<file path="src/rtl/core/tre_pkg.sv">
package tre_pkg;

    // Message framing
    localparam int MSG_LEN = 28;
    localparam int IDX_W   = $clog2(MSG_LEN);
    localparam logic [IDX_W-1:0] IDX_LAST = IDX_W'(MSG_LEN - 1);

    localparam logic [7:0]  ID_OWNSHIP = 8'd10;
    localparam logic [7:0]  ID_TRAFFIC = 8'd20;
    localparam logic [7:0]  ALERT_BIT  = 8'h10;
    localparam logic [11:0] SPEED_MAX  = 12'hFFE;

    // Position: floor(|x|*32/45) = (|x| * ceil(2^35/45)) >> 30, exact for |x| < 2^24
    localparam int          POS_SHIFT = 30;
    localparam logic [29:0] RECIP_45  = 30'd763549742;

    // Altitude: floor((ft+1012)/25); bias by two 4096-code wraps keeps it positive
    localparam int          ALT_SHIFT = 24;
    localparam logic [18:0] ALT_BIAS  = 19'd205812;
    localparam logic [19:0] RECIP_25  = 20'd671089;

    // Track: floor((hdg+45)/90), exact for values below 2^16
    localparam int          TRK_SHIFT = 23;
    localparam logic [15:0] TRK_BIAS  = 16'd45;
    localparam logic [16:0] RECIP_90  = 17'd93207;

    // Raw report as taken at the input
    typedef struct packed {
        logic [5:0]         header_flags;
        logic [23:0]        target_address;
        logic signed [23:0] lat_q16;
        logic signed [24:0] lon_q16;
        logic signed [17:0] altitude_ft;
        logic [7:0]         indicator_bits;
        logic [7:0]         nav_categories;
        logic [11:0]        ground_speed;
        logic signed [17:0] vertical_fpm;
        logic [14:0]        heading_q6;
        logic [7:0]         emitter_class;
        logic [63:0]        call_sign;
    } t_report;

    // Magnitudes and biased operands ready for the reciprocal multipliers
    typedef struct packed {
        logic [5:0]  hdr;
        logic [23:0] addr;
        logic        lat_neg;
        logic [23:0] lat_mag;
        logic        lon_neg;
        logic [24:0] lon_mag;
        logic [18:0] alt_u;
        logic [7:0]  ind;
        logic [7:0]  nav;
        logic [11:0] spd;
        logic [11:0] vv;
        logic [15:0] trk_n;
        logic [7:0]  emit;
        logic [63:0] cs;
    } t_pre;

    // Converted fields, positions still as sign and magnitude
    typedef struct packed {
        logic [5:0]  hdr;
        logic [23:0] addr;
        logic        lat_neg;
        logic [23:0] lat_q;
        logic        lon_neg;
        logic [23:0] lon_q;
        logic [11:0] alt;
        logic [7:0]  ind;
        logic [7:0]  nav;
        logic [11:0] spd;
        logic [11:0] vv;
        logic [7:0]  trk;
        logic [7:0]  emit;
        logic [63:0] cs;
    } t_prod;

endpackage

</file>
<file path="src/rtl/core/tre_convert.sv">
module tre_convert (
    input  logic             i_clk,
    input  logic             i_rst_n,
    input  logic             i_valid,
    output logic             o_ready,
    input  tre_pkg::t_report i_report,
    output logic             o_valid,
    input  logic             i_ready,
    output tre_pkg::t_prod   o_prod
);
    import tre_pkg::*;

    logic        r_pre_valid;
    t_pre        r_pre;
    t_pre        n_pre;
    logic        r_prod_valid;
    t_prod       r_prod;
    t_prod       n_prod;
    logic        prod_free;
    logic        pre_free;
    logic [17:0] fpm_biased;
    logic [53:0] lat_prod;
    logic [54:0] lon_prod;
    logic [38:0] alt_prod;
    logic [32:0] trk_prod;

    // Stage flow: a stage loads when empty or when its content moves on
    assign prod_free = !r_prod_valid || i_ready;
    assign pre_free  = !r_pre_valid || prod_free;
    assign o_ready   = pre_free;
    assign o_valid   = r_prod_valid;
    assign o_prod    = r_prod;

    // First stage: magnitudes, offsets, saturation, vertical rate
    always_comb begin
        fpm_biased = $unsigned(i_report.vertical_fpm)
                     + {12'b0, {6{i_report.vertical_fpm[17]}}};

        n_pre.hdr     = i_report.header_flags;
        n_pre.addr    = i_report.target_address;
        n_pre.lat_neg = i_report.lat_q16[23];
        n_pre.lat_mag = i_report.lat_q16[23] ? (~$unsigned(i_report.lat_q16) + 24'd1)
                                             : $unsigned(i_report.lat_q16);
        n_pre.lon_neg = i_report.lon_q16[24];
        n_pre.lon_mag = i_report.lon_q16[24] ? (~$unsigned(i_report.lon_q16) + 25'd1)
                                             : $unsigned(i_report.lon_q16);
        // wraps modulo 2^19 to a positive value
        n_pre.alt_u   = {i_report.altitude_ft[17], $unsigned(i_report.altitude_ft)}
                        + ALT_BIAS;
        n_pre.ind     = i_report.indicator_bits;
        n_pre.nav     = i_report.nav_categories;
        n_pre.spd     = (i_report.ground_speed >= SPEED_MAX) ? SPEED_MAX
                                                             : i_report.ground_speed;
        // truncation toward zero: add 63 before the shift when negative
        n_pre.vv      = fpm_biased[17:6];
        n_pre.trk_n   = {1'b0, i_report.heading_q6} + TRK_BIAS;
        n_pre.emit    = i_report.emitter_class;
        n_pre.cs      = i_report.call_sign;
    end

    // Second stage: reciprocal multiplications
    always_comb begin
        lat_prod = 54'(r_pre.lat_mag) * 54'(RECIP_45);
        lon_prod = 55'(r_pre.lon_mag) * 55'(RECIP_45);
        alt_prod = 39'(r_pre.alt_u) * 39'(RECIP_25);
        trk_prod = 33'(r_pre.trk_n) * 33'(RECIP_90);

        n_prod.hdr     = r_pre.hdr;
        n_prod.addr    = r_pre.addr;
        n_prod.lat_neg = r_pre.lat_neg;
        n_prod.lat_q   = lat_prod[POS_SHIFT +: 24];
        n_prod.lon_neg = r_pre.lon_neg;
        n_prod.lon_q   = lon_prod[POS_SHIFT +: 24];
        n_prod.alt     = alt_prod[ALT_SHIFT +: 12];
        n_prod.ind     = r_pre.ind;
        n_prod.nav     = r_pre.nav;
        n_prod.spd     = r_pre.spd;
        n_prod.vv      = r_pre.vv;
        n_prod.trk     = trk_prod[TRK_SHIFT +: 8];
        n_prod.emit    = r_pre.emit;
        n_prod.cs      = r_pre.cs;
    end

    // Valid flags
    always_ff @(posedge i_clk) begin
        if (!i_rst_n) begin
            r_pre_valid  <= 1'b0;
            r_prod_valid <= 1'b0;
        end else begin
            if (pre_free) begin
                r_pre_valid <= i_valid;
            end
            if (prod_free) begin
                r_prod_valid <= r_pre_valid;
            end
        end
    end

    // Payload
    always_ff @(posedge i_clk) begin
        if (pre_free && i_valid) begin
            r_pre <= n_pre;
        end
        if (prod_free && r_pre_valid) begin
            r_prod <= n_prod;
        end
    end

endmodule

</file>
<file path="config.mk">
export PLATFORM = sky130hd
export DESIGN_NAME = tre_convert
export DESIGN_NICKNAME = d
export VERILOG_FILES = /design/src/rtl/core/tre_pkg.sv /design/src/rtl/core/tre_convert.sv
export SDC_FILE = /design/constraint.sdc
export NUM_CORES = 2
export LEC_CHECK = 0
export BUFFER_PORTS_ARGS = -buffer_cell sky130_fd_sc_hd__buf_2
export CORE_ASPECT_RATIO = 0.9
export CORE_MARGIN = 2
export CORE_UTILIZATION = 50
export CTS_CLUSTER_SIZE = 12
export DETAILED_ROUTE_END_ITERATION = 7
export HOLD_SLACK_MARGIN = 0.15
export PLACE_DENSITY = 0.69
export SYNTH_ARGS = -nofsm -noshare
export SYNTH_HDL_FRONTEND = slang
export SYNTH_SLANG_ARGS = --single-unit
</file>
<file path="constraint.sdc">
create_clock -name i_clk -period 26.2 [get_ports i_clk]
set_clock_uncertainty 0.2 [all_clocks]
set_input_delay 5.24 -clock i_clk [delete_from_list [all_inputs] [get_ports i_clk]]
set_output_delay 5.24 -clock i_clk [all_outputs]
set_load 0.02 [all_outputs]
</file>
==> metrics.txt <==
status finished, final reports clean; H-tree Lvls 2; leading cell types in the layout, fill and taps excluded inv_1 (1032), ha_1 (765), fa_1 (619); Slowest-stage cell, CP nor2b_1; Reg2Reg Setup Slack around 19 ns; Critical Path End Type output pin; Simple-Gate Fraction of Synth Area approximately 3.2%; IO Pins between 400 and 500; reg2reg start r_pre[181]$_DFFE_PP_; RSZ-0062 raised after global routing false; final hold vios 0; grt ovf 0; Crit path buffers/inverters 2; Synth Net Count between 5000 and 6000; post-synthesis xor/xnor area fraction approximately 3.2%; total CTS buffers between 40 and 50; Crit Path Category in -> out; vias per std cell between 5 and 6; DP Wirelength 83230 um; Most common cell on crit path buf_2; Yosys cell types between 50 and 60; Slew headroom about 34%; worst hold stages 0; Post-synth EDFFs 440; Routed WL per cell about 18 um; Clk Latency, worst-skew pair roughly 0.61 ns; post-cts sizing count 0; Residual DRC 0; Initial Utilization 50.26%; area occupied by multi-input gates 26730 um2; slowest cell delay on critical path ~0.31 ns; Mapped Area ~44000 um2; Final period util a little over two fifths; Mapped Avg Cell Area 12.17 um2; worst r2r path cells 19; post-CTS setup buffers 0; DP Worst Slack roughly 15 ns; register area approximately 13000 um2; YS warnings 0; 1st-iter DRT viols 1306; first-pass GRT wire length 154200 um; Crit path max-delay family simple AND/OR/NAND/NOR gates; sequential fraction of the synthesis area a little under a third; die area 90230 um2; Core ar. just under 90000 um2; PortBufs 447; min-delay worst type reg -> reg; Worst setup SP type input port; Total GRT Usage between 20 and 25%; Layout Nets 5709; die width between 300 and 400 um; CP Cell Sequence buf_2, nor2b_1, nand2_1, buf_2; Worst Tran Pin Value 0.9873 ns; #FFs+latches synth 442; Max Fclk about 0.09 GHz; largest net degree at the start of global routing 71; post-synthesis adder-cell area fraction 50.01%; clk slew on worst S/H paths approximately 0.060 ns; Worst EP arrival just under 6 ns; chip height about 290 um; initial antenna violation count 8; Cells after DPL between 5000 and 6000; vias in the first global route roughly 29000; via count roughly 27000; DRT antenna net count 0; CTS Sinks 442; First-pass DRT Iterations 5; ratio of cells with drive above 1 in the final layout 12.93%; total of max-cap violations 0; final setup fails 0; worst reg2reg path endpoint o_prod[166]$_DFFE_PP_; filler cell count ~7400; number of cells on the critical path 4; count of pins over their slew limit 0; Setup TNS Final 0 ns; commonest non-fill, non-tap cell in the layout inv_1; worst-case clock buffer depth 3; Synth async-reset ratio 0%; HP Start n_prod[186]$_DFFE_PP_; total wire length between 90000 and 100000 um; CP required between 20 and 25 ns; Rows 103; Crit Path Max Fanout 4; Placer Congestion between 0.9 and 1; CTS root buf clkbuf_16; fin cells 5283; Top FF cell, synth edfxtp_1; P&R area growth vs syn 11.73%; Synth Area in Compound Gates between 4 and 5%; CTS tree built; post-layout min period ~11 ns; Gate Count Post-Synth 3609; post-synthesis mux area share less than 1%; setup ws final 14.81 ns; WHS Endpoint o_prod[186]$_DFFE_PP_; Hold Buf Count CTS 0; main combinational cell family by area after synthesis adder cells
-- layout make-up --
type	count	area share (%)
well taps	1155	2.945
repair buffers	453	4.651
diodes	6	0.03060
inverters	1032	7.894
clock inverters	18	0.4131
clock buffers	62	2.596
multi-input cells	2115	54.46
flip-flops and latches	442	27.01
-- sequential cells by signal, summed over array words and instances (netlist names) --
register and count:
r_pre 84, n_prod 144, o_valid 1, r_pre_valid 1, o_prod 212
-- through the flow --
stage / area (um2) / utilization [%] / hold WS, ns
6_report: 49070 / 56.16 / 0.2002
5_1_grt: 49060 / 56.15 / 0.2158
3_3_place_gp: 47580 / 54.45 / 0.2001
3_5_place_dp: 47580 / 54.45 / 0.2045
4_1_cts: 49060 / 56.14 / 0.1980
2_1_floorplan: 43920 / - / 0.2003
-- worst max-delay path by stage --
stage / from / to
floorplan: i_ready / o_prod[0]$_DFFE_PP_
detailed placement: i_ready / o_ready
CTS: i_ready / o_ready
finish: i_ready / o_ready
global placement: i_ready / o_ready
global route: i_ready / o_ready
-- layer usage --
metal / part of all wire [%] / global-route usage [%]
met1: 45 / 31.38
met2: 46 / 35.13
met3: 6.2 / 4.233
met4: 2.4 / 5.425
met5: 0.055 / 0
-- Yosys cell counts (8+ instances only) --
cell type     n  area, um2
a21o_1       43      322.8
a21oi_1      90      450.4
a31oi_1      10      62.56
and3_1       10      62.56
clkbuf_1     20      75.07
edfxtp_1    440      13210
fa_1        619      12390
ha_1        765       9572
inv_1      1032       3874
nand2_1      59      221.5
nand2b_1     18      112.6
nand3_1      25      125.1
nand4_1      25      156.4
nor2_1       59      221.5
nor2b_1      13      81.33
nor3_1       22      110.1
o21ai_0      57      285.3
o21bai_1     16      120.1
o31ai_1      17      127.6
or3_1         9      56.30
or4_1         8      60.06
xnor2_1     115       1007
xor2_1       46      402.9
-- worst register-to-register path, stage by stage (launching register included) --
cell and delay (ns):
edfxtp_1 0.57, ha_1 0.39, inv_1 0.06, fa_1 0.52
inv_1 0.07, fa_1 0.48, fa_1 0.53, fa_1 0.46
fa_1 0.53, fa_1 0.58, ha_1 0.38, a21o_1 0.18
a211o_1 0.31, a311oi_1 0.30, nand2_1 0.22, o21ai_0 0.57
o21ai_0 0.31, a31oi_1 0.30, o21ba_2 0.18, xnor2_1 0.07
-- kinds of logic after synthesis --
family                     after synthesis
adders and majority gates             1384
DFF                                    442
muxes                                    2
and+or+nand+nor                        274
AOI/OAI and AO/OA                      294
buffers and inverters                 1052
xor gates and xnor gates               161
Power is not shown: default switching activity piles up to over one toggle a cycle in this logic, so the estimate is an artifact.
